`config.mk`:
```
export PLATFORM = sky130hd
export DESIGN_NAME = frst_cmp
export DESIGN_NICKNAME = d
export VERILOG_FILES = /design/src/rtl/frst_pkg.sv /design/src/rtl/frst_cmp.sv
export SDC_FILE = /design/constraint.sdc
export NUM_CORES = 1
export LEC_CHECK = 0
export BUFFER_PORTS_ARGS = -buffer_cell sky130_fd_sc_hd__buf_2
export CAP_MARGIN = 20
export CORE_AREA = 2 2 100 102
export DETAILED_ROUTE_END_ITERATION = 10
export DIE_AREA = 0 0 102 104
export GPL_TIMING_DRIVEN = 0
export SYNTH_ARGS = -nofsm -noshare
export SYNTH_HDL_FRONTEND = slang
export SYNTH_SLANG_ARGS = --single-unit
```
`constraint.sdc`:
```
create_clock -name vclk -period 1.1
set_clock_uncertainty 0.05 [all_clocks]
set_input_delay 0.055 -clock vclk [all_inputs]
set_output_delay 0.055 -clock vclk [all_outputs]
set_load 0.02 [all_outputs]
```
`src/rtl/frst_pkg.sv`:
```
// ----------------------------------------------------------------------------
// Fragment reassembly slot tracker package
// Request, response, table entry and compare result types plus the configuration index, request and status codes.
// ----------------------------------------------------------------------------
package frst_pkg;

  localparam int CFG_IDX_W = 1;
  localparam logic [CFG_IDX_W-1:0] CFG_NODE_ID    = 1'd0;
  localparam logic [CFG_IDX_W-1:0] CFG_NET_ACTIVE = 1'd1;

  localparam logic [1:0] REQ_FRAG    = 2'd0;
  localparam logic [1:0] REQ_RELEASE = 2'd1;
  localparam logic [1:0] REQ_FLUSH   = 2'd2;

  localparam logic [2:0] STS_ACCEPTED  = 3'd0;
  localparam logic [2:0] STS_COMPLETED = 3'd1;
  localparam logic [2:0] STS_DROPPED   = 3'd2;
  localparam logic [2:0] STS_INVALID   = 3'd3;
  localparam logic [2:0] STS_MISMATCH  = 3'd4;
  localparam logic [2:0] STS_RELEASED  = 3'd5;
  localparam logic [2:0] STS_FLUSHED   = 3'd6;

  localparam logic [15:0] PROTO_ETH = 16'd1;

  typedef struct packed {
    logic [1:0]  req_type;
    logic [31:0] src_key;
    logic [31:0] dst_key;
    logic [15:0] conn_id;
    logic [7:0]  frag_num;
    logic [7:0]  frag_total;
    logic [15:0] proto;
    logic [5:0]  release_slot;
  } req_t;

  typedef struct packed {
    logic [2:0]  status;
    logic [5:0]  slot;
    logic [3:0]  write_index;
    logic        overflow_flush;
    logic [31:0] slot_age;
  } rsp_t;

  typedef struct packed {
    logic [31:0] src;
    logic [31:0] dst;
    logic [15:0] conn;
    logic [7:0]  total;
    logic [7:0]  count;
    logic [31:0] age;
  } entry_t;

  typedef struct packed {
    logic       key_eq;
    logic       mismatch;
    logic [7:0] count_next;
    logic       complete;
  } cmp_t;

endpackage

```
`src/rtl/frst_cmp.sv`:
```
// ----------------------------------------------------------------------------
// Slot compare unit
// Compares one table entry against the pending fragment header and forms the
// updated fragment count.
// ----------------------------------------------------------------------------
module frst_cmp (
  input  frst_pkg::entry_t entry_i,
  input  frst_pkg::req_t   req_i,
  output frst_pkg::cmp_t   cmp_o
);
  import frst_pkg::*;

  always_comb begin
    cmp_o.key_eq     = (entry_i.src == req_i.src_key) && (entry_i.dst == req_i.dst_key) &&
                       (entry_i.conn == req_i.conn_id);
    cmp_o.mismatch   = (entry_i.total != req_i.frag_total) ||
                       (entry_i.count > req_i.frag_total);
    cmp_o.count_next = entry_i.count + 8'd1;
    cmp_o.complete   = (cmp_o.count_next == entry_i.total);
  end

endmodule

```
==> results of run 1 <==
-- kinds of logic after synthesis --
family / after synthesis / synth area share
AO/OA/AOI/OAI: 9 / 0.0350
XOR/XNOR: 101 / 0.629
adder cells (fa/ha/maj): 9 / 0.0787
buffers and inverters: 9 / 0.0236
AND/OR/NAND/NOR: 52 / 0.234
-- repair_timing --
item | in CTS | in global routing
pin swaps | 17 | 13
endpoints found under the setup margin | 5 | 4
hold buffers | 0 | 0
gates resized for setup | 40 | 20
setup buffers | 1 | 4
endpoints found under the hold margin | 0 | 0
-- synth_stat cells, drive strengths merged (3+ instances only) --
| cell type | count |
|---|---|
| inv | 9 |
| o21ai | 4 |
| nand4 | 15 |
| a21oi | 3 |
| nor4 | 14 |
| ha | 9 |
| nor2 | 3 |
| xor2 | 47 |
| nand2 | 5 |
| nand3 | 8 |
| xnor2 | 54 |
| nor3 | 3 |
-- power breakdown --
| group | total (mW) | switching, mW | leakage (nW) | internal [mW] |
|---|---|---|---|---|
| Clock | 0 | 0 | 0 | 0 |
| Combinational | 1.10 | 0.483 | 1.43 | 0.614 |
| Sequential | 0 | 0 | 0 | 0 |
| Total | 1.10 | 0.483 | 1.43 | 0.614 |
-- area by class of cell --
cell class                      instances  area (um2)  share of cell area
Inverter                                9        36.3              0.0122
Multi-Input combinational cell        171        1640               0.553
Tap cell                              133         166              0.0561
Timing Repair Buffer                  200        1120               0.379
-- routing by layer --
metal / track usage / vias up / wire length, um
met5: 0 / - / 0
met4: 0.00571 / 0 / 24
met3: 0.00403 / 4 / 246
met2: 0.210 / 64 / 3480
met1: 0.126 / 902 / 2400
li1: - / 1018 / -
-- worst max path at each step --
| stage | start | slack [ns] | endpoint |
|---|---|---|---|
| after floorplan | entry_i[32] | -0.27 | cmp_o[0] |
| after global placement | entry_i[32] | -0.53 | cmp_o[0] |
| after detailed placement | entry_i[32] | -0.54 | cmp_o[0] |
| after CTS | entry_i[32] | -0.31 | cmp_o[0] |
| after global routing | entry_i[33] | -0.35 | cmp_o[0] |
| final | entry_i[33] | -0.28 | cmp_o[0] |
-- tightest hold or removal path, cell delays in order --
cell	delay [ns]
buf_6	0.11
xor2_1	0.06
buf_2	0.15
-- placed cells by master, fill, tap and decap left out, drive strengths merged --
cell / Yosys / routed
buf: 0 / 200
nand2: 5 / 5
inv: 9 / 9
xor2: 47 / 47
nor3b: 1 / 1
xnor2: 54 / 54
ha: 9 / 9
nor2: 3 / 3
o21ai: 4 / 4
nor3: 3 / 3
a21o: 1 / 1
nor4: 14 / 14
a21oi: 3 / 3
nand2b: 1 / 1
nand3: 8 / 8
and3: 1 / 1
nor2b: 1 / 1
o21a: 1 / 1
nand4: 15 / 15
-- per-stage QoR --
stage / utilization / total power [mW]
after floorplan: - / 0.468
after global placement: 0.280 / 0.954
after detailed placement: 0.280 / 0.977
after CTS: 0.299 / 1.06
after global routing: 0.311 / 1.20
final: 0.311 / 1.10
==> results_dict.tcl, run 1 <==
set metrics [dict create \
    failed_checks "setup timing" \
    relSlewSlack 0.720 \
    routedWlPerCell_um 12.0 \
    cp.arrival_ns 1.27 \
    drt-total-wl_mm 6.15 \
    crit_fanout 3 \
    p_leak_nw 1.43 \
    pin_count 259 \
    avgViaCountPerCell 3.88 \
    die_h_um 104 \
    grtUsageTotal 0.105 \
    vdd_drop_max_mv 0.163 \
    cp_data_required_time_ns 1.00 \
    fmax_mhz 727 \
    setup_violations 3 \
    remaining_drc_errors 0 \
    nFillCells 1033 \
    crit_buf_inv 2 \
    hold_end "cmp_o[6]" \
    fin_nets 639 \
    post-place-cells 508 \
    grt_max_degree 8 \
    status "finished with violations" \
    synth_cells 180 \
    dpl-instance-area_um2 2670 \
    rsz0062_at_grt "true" \
    ys_seq_area_frac 0 \
    grt_pass1_vias 2118 \
    p_per_area_nw_per_um2 370 \
    yosysUniqueCellTypes 26 \
    tightest_slew_ns 0.416 \
    period_minus_slack_ns 1.38 \
    max_stage_delay_ns 0.24 \
    place_hpwl_mm 5.63 \
    place.gp.congestion 0.875 \
    final_cells 513 \
    hold-worst-slack_ns 0.383 \
    worst-setup-path-type "input pin to primary output" \
    die_area_um2 10600 \
    drive_above_1_share 0.632 \
    grt-ovfl-total 0 \
    timing.setup.tns_ns -0.698 \
    cp-end-kind "primary output" \
    drt-pass1-iter-count 4 \
    slowest_stage "ha_4" \
    initial_core_util 0.150 \
    core_um2 9550 \
    antenna_left 0 \
    syn-cell-area_um2 1430 \
    io_buffers 195 \
    synth_nets 437 \
    drv_cap 0 \
    std_cell_rows 36 \
    place_ws_ns -0.542 \
    antenna_found_initial 0 \
    ff_latch_area_um2 0 \
    drv_slew 0 \
    yosys_warnings 0 \
    grt_pass1_wl_mm 9.24 \
    synth_top_area_cell "xnor2_1" \
    diodes 0 \
    layout_setup_ws_ns -0.276 \
    hold_violations 0 \
    path_depth 8 \
    hp-class "input pin to primary output" \
    critPathTopFamily "simple AND/OR/NAND/NOR gates" \
    vias 1988 \
    drt_iter0_markers 53 \
    area_delta_synth_final_pct 107 \
    yosysTopAreaCellShare 0.324 \
    seq_cells 0 \
    crit_chain "buf_12 -> ha_4 -> xnor2_2 -> nand2_2 -> nor3b_2 -> nand4_1 -> nor4_4 -> buf_4" \
    synth_area_leaders "xnor2_1 32%, xor2_1 28%, ha_1 7.9%" \
    synth_area_per_cell_um2 7.95 \
    post-route-period-util 1.25 \
    whs_path_depth 3 \
    hold_start "entry_i[37]" \
    die_w_um 102 \
    start_kind "input pin" \
    clockBufferCount 0 \
    final_area_um2 2970 \
]
Note: power is estimated with default switching activity, not from simulation.
==> inputs of run 2 (changes only) <==
--- a/config.mk
+++ b/config.mk
@@ -11,6 +11,8 @@
 export DETAILED_ROUTE_END_ITERATION = 10
 export DIE_AREA = 0 0 102 104
 export GPL_TIMING_DRIVEN = 0
+export MAX_ROUTING_LAYER = met4
+export SLEW_MARGIN = 10
 export SYNTH_ARGS = -nofsm -noshare
 export SYNTH_HDL_FRONTEND = slang
 export SYNTH_SLANG_ARGS = --single-unit
==> run 2 against run 1 <==
Critical path depth did not move. Sequential share of layout area unchanged. Setup slack lost 0.00088 ns. Design area is the same. Total power is essentially flat. Non-clock buffer count did not move. Fmax about the same. Via count stayed put. Critical path type unchanged. Combinational power about the same. Routed wire length barely moved. Highest routed layer unchanged. The run still ends with setup timing left.
==> results_dict.tcl, run 2 (same netlist as run 1, synthesis figures left out) <==
set metrics [dict create \
    status "finished with violations" \
    failed_checks "setup timing" \
    layout_setup_ws_ns -0.277 \
    place_ws_ns -0.542 \
    area_delta_synth_final_pct 107 \
    std_cell_rows 36 \
    antenna_found_initial 0 \
    hold-worst-slack_ns 0.383 \
    grt_pass1_wl_mm 9.24 \
    hold_violations 0 \
    remaining_drc_errors 0 \
    avgViaCountPerCell 3.88 \
    relSlewSlack 0.717 \
    drt_iter0_markers 53 \
    layout_commonest_cell "buf_2" \
    rsz0062_at_grt "true" \
    post-route-period-util 1.25 \
    drv_slew 0 \
    routedWlPerCell_um 12.0 \
    grt_pass1_vias 2117 \
    die_h_um 104 \
    grt_max_degree 8 \
    start_kind "input pin" \
    fin_util 0.311 \
    dpl-instance-area_um2 2670 \
    clkPwrFrac 0 \
    fmax_mhz 726 \
    power_frac_seq 0 \
    finalPower_mw 1.10 \
    final_area_um2 2970 \
    vias 1988 \
    hp-class "input pin to primary output" \
    tightest_slew_ns 0.421 \
    crit_fanout 3 \
    p_per_area_nw_per_um2 370 \
    intPower_mw 0.614 \
    grt-ovfl-total 0 \
    period_minus_slack_ns 1.38 \
    die_area_um2 10600 \
    ff_latch_area_um2 0 \
    initial_core_util 0.150 \
    cp-end-kind "primary output" \
    drt-pass1-iter-count 4 \
    cp.arrival_ns 1.27 \
    drv_cap 0 \
    io_buffers 195 \
    place.gp.congestion 0.890 \
    drt-total-wl_mm 6.15 \
    holdBufCountCts 0 \
    timing.setup.tns_ns -0.701 \
    p_leak_nw 1.43 \
    fin_nets 639 \
    die_w_um 102 \
    grtUsageTotal 0.108 \
    diodes 0 \
    post-place-cells 508 \
    hold_start "entry_i[37]" \
    core_um2 9550 \
    p_comb_frac 1.000 \
    setup_violations 3 \
    worst-setup-path-type "input pin to primary output" \
    drive_above_1_share 0.632 \
    vdd_drop_max_mv 0.163 \
    antenna_left 0 \
    swShare 0.440 \
    clockBufferCount 0 \
    place_hpwl_mm 5.63 \
    seq_cells 0 \
    power.switching_mw 0.483 \
    pin_count 259 \
    layout_common_cells "181 x buf_2, 45 x xnor2_1, 44 x xor2_1" \
    cp_data_required_time_ns 1.00 \
    critPathLaunch "entry_i[33]" \
    final_cells 513 \
]
## run 2: cell counts in the layout (fill, tap and decap cells not counted)
Identical to the previous run, type by type.
## run 2: repair_timing
action / 4_1_cts / 5_1_grt
pin swaps: 17 / 13
setup endpoints to repair: 5 / 4
buffers inserted: 1 / 4
gates resized for setup: 40 / 20
## run 2: path summary, 6_finish.rpt
check / endpoint / cells after the start
setup / recovery: cmp_o[0] / 8
hold / removal: cmp_o[6] / 3
## run 2: per-layer routing
metal	part of all wire	global-route usage	up-vias
li1	-	-	1018
met1	0.39	0.127	902
met2	0.57	0.210	64
met3	0.037	0.00269	4
met4	0.0039	0.00571	0
met5	0	-	-
## run 2: final cells by class
cell class         instances  area, um2
well taps                133        166
fillers                 1033       6580
inverters                  9       36.3
multi-input cells        171       1640
repair buffers           200       1120
## run 2: power by group through the flow
stage                     clock network (mW)  logic, mW  registers, mW
after floorplan                            0      0.468              0
after global placement                     0      0.954              0
after detailed placement                   0      0.977              0
after CTS                                  0       1.06              0
after global routing                       0       1.20              0
final                                      0       1.10              0
## run 2: critical path, cell delays in order
cell and delay (ns):
buf_12 0.11, ha_4 0.24, xnor2_2 0.14, nand2_2 0.08, nor3b_2 0.15, nand4_1 0.16, nor4_4 0.15, buf_4 0.18
